--- src/rtl/lrp_pkg.sv ---
// Package: shared types, character codes and the decimal step for the group list line parser.
`timescale 1ns / 1ps

package lrp_pkg;

    localparam int NAME_CAPACITY_DEF = 64;
    localparam int NUM_W             = 31;

    localparam logic [7:0] CH_TAB    = 8'h09;
    localparam logic [7:0] CH_SPACE  = 8'h20;
    localparam logic [7:0] CH_EQUALS = 8'h3D;
    localparam logic [7:0] CH_UPPER_X = 8'h58;
    localparam logic [7:0] CH_LOWER_X = 8'h78;
    localparam logic [7:0] CH_UPPER_Y = 8'h59;
    localparam logic [7:0] CH_LOWER_Y = 8'h79;
    localparam logic [7:0] CH_ZERO   = 8'h30;
    localparam logic [7:0] CH_NINE   = 8'h39;

    localparam logic [NUM_W-1:0] NUM_MAX = {NUM_W{1'b1}};

    typedef enum logic [2:0] {
        POS_NAME  = 3'd0,
        POS_LAST  = 3'd1,
        POS_FIRST = 3'd2,
        POS_FLAG  = 3'd3,
        POS_DONE  = 3'd4
    } pos_t;

    typedef enum logic [1:0] {
        ST_OK       = 2'd0,
        ST_MISSING  = 2'd1,
        ST_REJECT   = 2'd2,
        ST_NONDIGIT = 2'd3
    } status_t;

    typedef enum logic {
        KIND_NAME    = 1'b0,
        KIND_SUMMARY = 1'b1
    } kind_t;

    typedef struct packed {
        kind_t            kind;
        logic [7:0]       name_byte;
        logic [NUM_W-1:0] last_article;
        logic [NUM_W-1:0] first_article;
        logic             direct_post;
        status_t          line_status;
    } result_t;

    // acc * 10 + digit, saturated at the field maximum
    function automatic logic [NUM_W-1:0] dec_step(input logic [NUM_W-1:0] acc,
                                                  input logic [3:0] digit);
        logic [NUM_W+3:0] sum;
        sum = {acc, 3'b000} + {2'b00, acc, 1'b0} + {{NUM_W{1'b0}}, digit};
        if (sum > {4'b0000, NUM_MAX}) begin
            return NUM_MAX;
        end
        return sum[NUM_W-1:0];
    endfunction

endpackage

--- src/rtl/lrp_parse.sv ---
// Parser state and per-byte update: field tracking, name emission, number accumulation.
`timescale 1ns / 1ps

module lrp_parse #(
    parameter int NAME_CAPACITY = lrp_pkg::NAME_CAPACITY_DEF
) (
    input  logic             aclk,
    input  logic             aresetn,
    input  logic             req_take,
    input  logic [7:0]       req_byte,
    input  logic             req_eol,
    output logic             res_valid,
    output lrp_pkg::result_t res
);

    localparam int LEN_W = (NAME_CAPACITY > 2) ? $clog2(NAME_CAPACITY) : 1;
    localparam logic [LEN_W-1:0] LEN_LIMIT = LEN_W'(NAME_CAPACITY - 1);

    lrp_pkg::pos_t                pos_reg, pos_next;
    logic [LEN_W-1:0]             len_reg, len_next;
    logic [lrp_pkg::NUM_W-1:0]    last_reg, last_next;
    logic [lrp_pkg::NUM_W-1:0]    first_reg, first_next;
    logic                         post_reg, post_next;
    lrp_pkg::status_t             err_reg, err_next;

    logic is_delim;
    logic is_digit;

    assign is_delim = (req_byte == lrp_pkg::CH_SPACE) || (req_byte == lrp_pkg::CH_TAB);
    assign is_digit = (req_byte >= lrp_pkg::CH_ZERO) && (req_byte <= lrp_pkg::CH_NINE);

    // Field position
    always_comb begin
        pos_next = pos_reg;
        if (req_take) begin
            if (req_eol) begin
                pos_next = lrp_pkg::POS_NAME;
            end else begin
                unique case (pos_reg)
                    lrp_pkg::POS_NAME:  if (is_delim) pos_next = lrp_pkg::POS_LAST;
                    lrp_pkg::POS_LAST:  if (is_delim) pos_next = lrp_pkg::POS_FIRST;
                    lrp_pkg::POS_FIRST: if (is_delim) pos_next = lrp_pkg::POS_FLAG;
                    lrp_pkg::POS_FLAG:  pos_next = lrp_pkg::POS_DONE;
                    default:            pos_next = pos_reg;
                endcase
            end
        end
    end

    // Datapath and result
    always_comb begin
        len_next   = len_reg;
        last_next  = last_reg;
        first_next = first_reg;
        post_next  = post_reg;
        err_next   = err_reg;
        res_valid  = 1'b0;
        res        = '0;
        if (req_take) begin
            if (req_eol) begin
                res_valid         = 1'b1;
                res.kind          = lrp_pkg::KIND_SUMMARY;
                res.last_article  = last_reg;
                res.first_article = first_reg;
                res.direct_post   = post_reg;
                res.line_status   = (pos_reg == lrp_pkg::POS_NAME ||
                                     pos_reg == lrp_pkg::POS_LAST ||
                                     pos_reg == lrp_pkg::POS_FIRST) ?
                                    lrp_pkg::ST_MISSING : err_reg;
                len_next   = '0;
                last_next  = '0;
                first_next = '0;
                post_next  = 1'b1;
                err_next   = lrp_pkg::ST_OK;
            end else begin
                unique case (pos_reg)
                    lrp_pkg::POS_NAME: begin
                        if (!is_delim && len_reg < LEN_LIMIT) begin
                            len_next      = len_reg + LEN_W'(1);
                            res_valid     = 1'b1;
                            res.kind      = lrp_pkg::KIND_NAME;
                            res.name_byte = req_byte;
                        end
                    end
                    lrp_pkg::POS_LAST, lrp_pkg::POS_FIRST: begin
                        if (!is_delim) begin
                            if (is_digit) begin
                                if (pos_reg == lrp_pkg::POS_LAST) begin
                                    last_next = lrp_pkg::dec_step(last_reg, req_byte[3:0]);
                                end else begin
                                    first_next = lrp_pkg::dec_step(first_reg, req_byte[3:0]);
                                end
                            end else if (err_reg == lrp_pkg::ST_OK) begin
                                err_next = lrp_pkg::ST_NONDIGIT;
                            end
                        end
                    end
                    lrp_pkg::POS_FLAG: begin
                        if ((req_byte == lrp_pkg::CH_EQUALS ||
                             req_byte == lrp_pkg::CH_UPPER_X ||
                             req_byte == lrp_pkg::CH_LOWER_X) &&
                            err_reg == lrp_pkg::ST_OK) begin
                            err_next = lrp_pkg::ST_REJECT;
                        end
                        post_next = !(req_byte == lrp_pkg::CH_UPPER_Y ||
                                      req_byte == lrp_pkg::CH_LOWER_Y);
                    end
                    default: begin
                        post_next = post_reg;
                    end
                endcase
            end
        end
    end

    always_ff @(posedge aclk) begin
        if (!aresetn) begin
            pos_reg   <= lrp_pkg::POS_NAME;
            len_reg   <= '0;
            last_reg  <= '0;
            first_reg <= '0;
            post_reg  <= 1'b1;
            err_reg   <= lrp_pkg::ST_OK;
        end else begin
            pos_reg   <= pos_next;
            len_reg   <= len_next;
            last_reg  <= last_next;
            first_reg <= first_next;
            post_reg  <= post_next;
            err_reg   <= err_next;
        end
    end

    a_eol_restarts: assert property (@(posedge aclk) disable iff (!aresetn)
        (req_take && req_eol) |=> (pos_reg == lrp_pkg::POS_NAME && len_reg == '0 &&
                                   last_reg == '0 && first_reg == '0))
        else $error("line state not cleared after end of line");

    a_len_bound: assert property (@(posedge aclk) disable iff (!aresetn)
        len_reg <= LEN_LIMIT)
        else $error("name length beyond capacity");

    a_nondigit_pos: assert property (@(posedge aclk) disable iff (!aresetn)
        (err_reg == lrp_pkg::ST_NONDIGIT) |-> (pos_reg != lrp_pkg::POS_NAME))
        else $error("digit error recorded inside the name field");

endmodule

--- src/rtl/list_reply_line_parser_core.sv ---
// Top level: group list line parser with registered result and skid stage.
`timescale 1ns / 1ps

// Group list line parser.
// Input channel (s_): one request per line byte. s_tdata[7:0] carries the byte,
// s_tlast marks the end of the line; an end-of-line request carries no byte.
// Result channel (m_): m_tuser = 0 for a group name byte, 1 for the line summary.
// Name bytes are forwarded as they arrive, up to NAME_CAPACITY-1 of them; the
// summary carries both article numbers, the direct-posting flag and a status.
// Bytes that end a field, number digits and the flag produce no result.
// With the receiver ready, a result appears on the m_ side in the cycle
// after its request is taken. Throughput: one request per cycle while
// s_tready is high; each byte is a single small state update, and the widest
// path is the saturating times-ten add of a 31-bit number.
// A skid stage behind the result register holds one result while the receiver
// stalls. s_tready drops only while that stage is full, i.e. while two results
// wait for the receiver, and stays low for as long as the receiver holds off;
// it rises again in the cycle after the receiver takes the older result.
// Reset (aresetn low, synchronous): parser returns to the name field with
// cleared numbers and direct posting set; both result stages are emptied.
module list_reply_line_parser_core #(
    parameter int NAME_CAPACITY = lrp_pkg::NAME_CAPACITY_DEF
) (
    input  logic        aclk,
    input  logic        aresetn,
    input  logic        s_tvalid,
    output logic        s_tready,
    input  logic [7:0]  s_tdata,   // [7:0] line_byte
    input  logic        s_tlast,   // end_of_line
    output logic        m_tvalid,
    input  logic        m_tready,
    output logic [79:0] m_tdata,   // [7:0] name_byte, [38:8] last_article,
                                   // [69:39] first_article, [70] direct_post,
                                   // [72:71] line_status, [79:73] zero
    output logic        m_tuser    // result_kind
);

    logic             take;
    logic             res_valid;
    lrp_pkg::result_t res;

    logic             out_valid_reg, out_valid_next;
    lrp_pkg::result_t out_reg, out_next;
    logic             skid_valid_reg, skid_valid_next;
    lrp_pkg::result_t skid_reg, skid_next;

    // Accept whenever the skid stage is free
    assign s_tready = !skid_valid_reg;
    assign take     = s_tvalid && s_tready;

    lrp_parse #(
        .NAME_CAPACITY(NAME_CAPACITY)
    ) u_parse (
        .aclk      (aclk),
        .aresetn   (aresetn),
        .req_take  (take),
        .req_byte  (s_tdata),
        .req_eol   (s_tlast),
        .res_valid (res_valid),
        .res       (res)
    );

    // Result register and skid stage
    always_comb begin
        out_valid_next  = out_valid_reg;
        out_next        = out_reg;
        skid_valid_next = skid_valid_reg;
        skid_next       = skid_reg;
        if (skid_valid_reg) begin
            // no request taken this cycle; drain the skid stage when possible
            if (!out_valid_reg || m_tready) begin
                out_valid_next  = 1'b1;
                out_next        = skid_reg;
                skid_valid_next = 1'b0;
            end
        end else if (out_valid_reg && !m_tready) begin
            // hold the stalled result; park a new one in the skid stage
            if (res_valid) begin
                skid_valid_next = 1'b1;
                skid_next       = res;
            end
        end else begin
            // result register empty or moving on this cycle
            out_valid_next = res_valid;
            if (res_valid) begin
                out_next = res;
            end
        end
    end

    always_ff @(posedge aclk) begin
        if (!aresetn) begin
            out_valid_reg  <= 1'b0;
            skid_valid_reg <= 1'b0;
        end else begin
            out_valid_reg  <= out_valid_next;
            skid_valid_reg <= skid_valid_next;
        end
    end

    always_ff @(posedge aclk) begin
        out_reg  <= out_next;
        skid_reg <= skid_next;
    end

    assign m_tvalid = out_valid_reg;
    assign m_tuser  = out_reg.kind;
    assign m_tdata  = {7'b0000000, out_reg.line_status, out_reg.direct_post,
                       out_reg.first_article, out_reg.last_article, out_reg.name_byte};

    a_skid_behind_out: assert property (@(posedge aclk) disable iff (!aresetn)
        skid_valid_reg |-> out_valid_reg)
        else $error("skid stage full while result register empty");

    a_summary_clean: assert property (@(posedge aclk) disable iff (!aresetn)
        (m_tvalid && m_tuser) |-> (m_tdata[7:0] == 8'h00))
        else $error("summary carries a name byte");

    a_name_clean: assert property (@(posedge aclk) disable iff (!aresetn)
        (m_tvalid && !m_tuser) |-> (m_tdata[79:8] == '0))
        else $error("name result carries summary fields");

endmodule
--- config.mk ---
export PLATFORM = sky130hd
export DESIGN_NAME = list_reply_line_parser_core
export DESIGN_NICKNAME = d
export VERILOG_FILES = /design/src/rtl/lrp_pkg.sv /design/src/rtl/lrp_parse.sv /design/src/rtl/list_reply_line_parser_core.sv
export SDC_FILE = /design/constraint.sdc
export NUM_CORES = 1
export LEC_CHECK = 0
export BUFFER_PORTS_ARGS = -buffer_cell sky130_fd_sc_hd__buf_2
export CORE_ASPECT_RATIO = 1.1
export CORE_MARGIN = 1
export CORE_UTILIZATION = 44
export CTS_CLUSTER_DIAMETER = 100
export DETAILED_ROUTE_END_ITERATION = 10
export PLACE_DENSITY_LB_ADDON = 0.15
export RECOVER_POWER = 100
export SLEW_MARGIN = 20
export SYNTH_ARGS = -nofsm -noshare
export SYNTH_HDL_FRONTEND = slang
export SYNTH_SLANG_ARGS = --single-unit
--- constraint.sdc ---
create_clock -name aclk -period 7.3 [get_ports aclk]
set_clock_uncertainty 0.05 [all_clocks]
set_input_delay 1.095 -clock aclk [delete_from_list [all_inputs] [get_ports aclk]]
set_output_delay 1.095 -clock aclk [all_outputs]
set_load 0.02 [all_outputs]
; Yosys cells after proc, flatten, opt, wreduce, memory -nomap -nowiden
; Cells that the tools add are included.
[classes]
n_addsub = 5
n_lt_le_gt_ge = 5
n_eq_ne = 21
muxes = 66
bitwise_logic = 1
reduce_logical = 38
[op_table]
columns = operator, n
row1 = 2-to-1 mux 31 bit, 14
row2 = 2-to-1 mux 74 bit, 5
row3 = adder 34 x 32 -> 35 bit, 2
row4 = adder 35 x 4 -> 35 bit, 2
row5 = > comparator 35 x 31 -> 1 bit (second input constant), 2
row6 = 2-to-1 mux 65 bit, 1
row7 = == test 8 x 7 -> 1 bit (second input constant), 4
row8 = 2-to-1 mux 1 bit, 28
row9 = 2-to-1 mux 6 bit, 3
row10 = == test 8 x 6 -> 1 bit (second input constant), 2
row11 = 2-to-1 mux 8 bit, 2
row12 = != test 3 x 2 -> 1 bit (second input constant), 5
row13 = AND reduction 5 bit, 3
row14 = nonzero test 2 bit, 7
row15 = 2-to-1 mux 2 bit, 6
row16 = 2-to-1 mux 3 bit, 4
row17 = case mux 3 bit (4 select lines), 1
row18 = 2-to-1 mux 9 bit, 1
row19 = AND reduction 3 bit, 3
row20 = == test 8 x 4 -> 1 bit (second input constant), 1
row21 = >= comparator 8 x 6 -> 1 bit (second input constant), 1
row22 = <= comparator 8 x 6 -> 1 bit (second input constant), 1
row23 = logical OR 1 bit, 7
row24 = adder 6 x 1 -> 6 bit (second input constant), 1
row25 = other kinds (17), 30
[word_totals]
ff_bits = 224
in_bits = 13
output_inout_bits = 83
elab_cells = 156

; Logic depth before layout (Yosys ltp)
[logic_depth]
depth_word = 16
depth_mapped = 15
depth_no_buf = 13

; Hierarchy
; Synthesis repeated with hierarchy kept, for this count alone.
[unflattened]
hier_cells = 1300
area_unflattened_um2 = 13407.9
[by_module_without_submodules]
columns = mod, instances, cells_each, area_per_inst_um2, seq_area_each_um2
row1 = lrp_parse, 1, 1051, 7873.8, 1481.4
row2 = list_reply_line_parser_core, 1, 249, 5534.1, 4484.3

; Worst setup path after synthesis
; Ideal clock, no wire load.
[synth_path]
path_kind = input-to-reg
startpoint = input s_tvalid
endpoint = register out_reg, in the netlist m_tdata[0], enable pin
setup_time_ns = 0.516
arrival_time_ns = 5.263
required_ns = 6.734
path_slack_ns = 1.472
cell_stages = 6
n_path_buf = 1
path_cell_list = nor2b_1 -> and2_1 -> clkbuf_1 -> or2_2 -> nor2_1 -> nor2b_1
[synth_via]
elab_chain_len = 4
[synth_rtl]
columns = item, line_no
row1 = start: declaration, list_reply_line_parser_core.sv:26  ; input logic s_tvalid,
row2 = logical AND 1 bit, list_reply_line_parser_core.sv:49  ; assign take = s_tvalid && s_tready;
row3 = 2-to-1 mux 1 bit, lrp_parse.sv:59  ; if (req_take) begin
row4 = nonzero test 2 bit (no source line), --
row5 = AND reduction 3 bit (no source line), --
row6 = end signal: assignment, list_reply_line_parser_core.sv:102  ; out_reg <= out_next;
row7 = end: declaration, list_reply_line_parser_core.sv:43  ; lrp_pkg::result_t out_reg, out_next;
; Every way passes these cells.
; A chain may end at the register's enable or synchronous reset.

; Worst setup path after layout
[layout_path]
startpoint = input s_tdata[3]
endpoint = register u_parse.last_reg[8] (netlist bit)
[layout_via]
elab_chain_len = 15
word_cells_on_any_way = 24
classes_between = add/sub (1) / order compare (3) / eq/ne (3) / mux (13) / reduce/logical (4)
[layout_rtl]
columns = item, line_no
row1 = start: declaration, list_reply_line_parser_core.sv:28  ; input logic [7:0] s_tdata,
row2 = adder 35 x 4 -> 35 bit, lrp_pkg.sv:54  ; sum = {acc, 3'b000} + {2'b00, acc, 1'b0} + {{NUM_W{1'b0}}, digit};
row3 = > comparator 35 x 31 -> 1 bit, lrp_pkg.sv:55  ; if (sum > {4'b0000, NUM_MAX}) begin
row4 = 2-to-1 mux 1 bit, lrp_pkg.sv:55
row5 = 2-to-1 mux 1 bit, lrp_parse.sv:88  ; if (pos_reg == lrp_pkg::POS_LAST) begin
row6 = 2-to-1 mux 1 bit, lrp_parse.sv:87  ; if (is_digit) begin
row7 = 2-to-1 mux 1 bit, lrp_parse.sv:86  ; if (!is_delim) begin
row8 = 2-to-1 mux 1 bit, lrp_parse.sv:76  ; unique case (pos_reg)
row9 = 2-to-1 mux 1 bit, lrp_parse.sv:60  ; if (req_eol) begin
row10 = 2-to-1 mux 1 bit, lrp_parse.sv:59
row11 = 2-to-1 mux 31 bit, lrp_pkg.sv:58  ; return sum[NUM_W-1:0];
row12 = 2-to-1 mux 31 bit, lrp_parse.sv:88
row13 = 2-to-1 mux 31 bit, lrp_parse.sv:87
row14 = 2-to-1 mux 31 bit, lrp_parse.sv:86
row15 = 2-to-1 mux 31 bit, lrp_parse.sv:76
row16 = 2-to-1 mux 31 bit, lrp_parse.sv:60
row17 = end signal: assignment, lrp_parse.sv:127  ; last_reg <= last_next;
row18 = end: declaration, lrp_parse.sv:21  ; logic [lrp_pkg::NUM_W-1:0] last_reg, last_next;
; Several ways; a longest one is shown, not always the timed one. The select of a mux whose other input is x is not followed.

==> impl_metrics.csv <==
group,metric,value,unit
route,wirelength,27820,µm
setup_path,worstPathArrival,5.49,ns
synthesis,synth_compound_area_frac,0.1956,
synthesis,synth.area.mux_share,0.005598,
final_layout,drive_above_1_share,0.05682,
floorplan,ios,96,
setup_path,cp_max_fo,18,
pwr,ir_worst_vdd,0.1524,mV
synthesis,synth_top_area_frac,0.3489,
final_layout,finalInstanceArea,14040,µm²
cts,cts_resized,0,
cts,htreeDepth,1,
final_layout,syn_to_final_growth,10.18,%
route,initialDrtViolationCount,566,
synthesis,synth_flop_cell,"edfxtp_1",
cts,post_cts_buffers,0,
sta,fmax,194.6,MHz
cts,clock_sinks,224,
global_route,grt_pass1_wl,45680,µm
setup_path,critical_path_class,"input port to flip-flop",
route,ant_nets,0,
pwr,power.density,196.5,nW/µm²
final_layout,mostFrequentLayoutCells,"148 x edfxtp_1, 123 x ha_1, 92 x a21o_1, 90 x clkbuf_1, 76 x dfxtp_1",
floorplan,die_w,164.2,µm
synthesis,synth_area,12740,µm²
floorplan,initial_utilization,0.4533,
sta,timing.setup.tns,0,ns
floorplan,rows,64,
final_layout,final_common_cell,"edfxtp_1",
place,dpl_cell_area,13420,µm²
route,drtPass1Iterations,5,
route,route.detailed.drc,0,
sta,slew_headroom,-0.3407,
cts,cts_tree,"yes",
place,gp_congestion,0.8200,
place,hpwlAfterDp,18530,µm
cts,postCtsHoldBufs,0,
global_route,antenna_found_initial,0,
final_layout,largest_reg_flops,74,
synthesis,synth-seq-area-share,0.4683,
global_route,grt_pass1_vias,8847,
setup_path,cp.required,7.65,ns
sta,worst_pin_slew,2.011,ns
synthesis,syn_inst,1147,
cts,clock_path_buffers,3,
synthesis,synth_edf_count,148,
setup_path,worst_setup_path_end_kind,"flip-flop",
floorplan,die_h,180.5,µm
sta,fin_crit_sh,0.7040,
worst_hold_path,min_path_type,"flip-flop to flip-flop",
synthesis,syn_avg_cell_area,11.11,µm²
route,vias,9084,
floorplan,die_area,29640,µm²
pwr,p_leak,6.683,nW
synthesis,ys_ff_latch,224,
route,vias_per_cell,5.695,
route,post_drt_wl_per_cell,17.44,µm
global_route,grt_max_degree,78,
synthesis,yosysWarnings,0,
cts,cts_buffers,24,
setup_path,crit_path_start_kind,"input port",
synthesis,yosys.area_share.simple,0.1265,
global_route,overflow,0,
sta,grt_setup_unrepaired,"no",
cts,path_clk_slew,0.06,ns
floorplan,core_area,28110,µm²
global_route,grt_use_total,0.1889,
synthesis,synth_xor_area_frac,0.03781,
sta,report.final.setup_viol,0,
job,max_cap_viol_count,3,
final_layout,diodes,0,
final_layout,nNetsFinal,1354,
synthesis,synth.area.top_cells,"edfxtp_1 35%, ha_1 12%, dfxtp_1 12%",
sta,hold_violations,0,
place,io_buffers,88,
sta,drv_slew,199,
cts,worstSkewPairLatency,0.52,ns
sta,post-route-min-period,5.139,ns
cts,cts_root_buf,"clkbuf_16",
run_status,failed_checks,"capacitance limit, slew limit",
run_status,status,"finished, violations left",
synthesis,synthAdderAreaFrac,0.1279,
synthesis,yosys.cell_types.count,79,
synthesis,synth_top_family_by_area,"compound AO/OA/AOI/OAI gates",
synthesis,synth_area_leader_cell,"edfxtp_1",
synthesis,async_reset_ff_frac,0,
stage by stage:
stage | hold slack (ns) | utilization | instances | total power (W) | setup slack [ns]
2_1_floorplan | 0.3845 | - | 1153 | 0.001578 | 1.472
3_3_place_gp | 0.3980 | 0.4774 | 1551 | 0.001641 | 1.941
3_5_place_dp | 0.4230 | 0.4775 | 1551 | 0.001644 | 1.922
4_1_cts | 0.4371 | 0.5036 | 1595 | 0.002797 | 2.442
5_1_grt | 0.4876 | 0.4994 | 1595 | 0.002859 | 1.721
6_report | 0.4380 | 0.4994 | 1595 | 0.002758 | 2.161
final timing paths:
kind | start | to | slack (ns) | cells past startpoint
worst min register to register | u_parse.post_reg | u_parse.post_reg | 0.44 | 2
worst max register to register | u_parse.last_reg[0] | u_parse.last_reg[8] | 2.71 | 14
worst min-delay path | u_parse.post_reg | u_parse.post_reg | 0.44 | 2
worst max-delay path | s_tdata[3] | u_parse.last_reg[8] | 2.16 | 15
cell usage after synthesis (17+ instances only):
cell	instances
edfxtp_1	148
ha_1	123
a21o_1	92
dfxtp_1	76
and3_1	70
nor2_1	66
a21oi_1	60
a221o_1	59
nand2_1	52
clkbuf_1	43
xnor2_1	38
o21ai_0	37
inv_1	32
xor2_1	17
critical path, stage by stage:
cell	delay, ns
clkbuf_1	0.19
inv_1	0.18
fa_1	0.62
inv_1	0.06
ha_1	0.30
a211oi_1	0.33
o211ai_1	0.28
nand3_1	0.13
o211ai_1	0.18
a21oi_1	0.23
mux2i_1	0.20
nor2_1	0.06
or4_1	0.85
clkbuf_1	0.42
a221o_1	0.36
cells by family after synthesis:
group           Yosys count
compound gates          338
buf+inv                  96
simple gates            298
fa+ha+maj               128
xor+xnor                 55
other cells               1
mux                       7
flops                   224
cell type report:
cell class	count	area, µm²
fillers	2646	14070
repair buffers	99	407.9
well taps	363	454.2
inverters	32	120.1
multi-input cells	833	6355
clock inverters	11	78.83
clock buffers	33	655.6
flip-flops and latches	224	5966
layer usage:
| layer | part of all wire | vias up | wire length [µm] | track usage |
|---|---|---|---|---|
| met5 | 0 | - | 0 | 0 |
| met4 | 0.014 | 0 | 403 | 0.03963 |
| met3 | 0.047 | 31 | 1301 | 0.02601 |
| li1 | - | 4523 | - | - |
| met1 | 0.51 | 4343 | 14300 | 0.2832 |
| met2 | 0.42 | 187 | 11820 | 0.2874 |
report_power, final:
part	total [W]	internal, W	switching (W)
clock network	0.00115	0.000662	0.000488
registers	0.00143	0.00141	0.0000171
logic	0.000180	0.0000388	0.000141
Power figures use the tool's default switching activity.
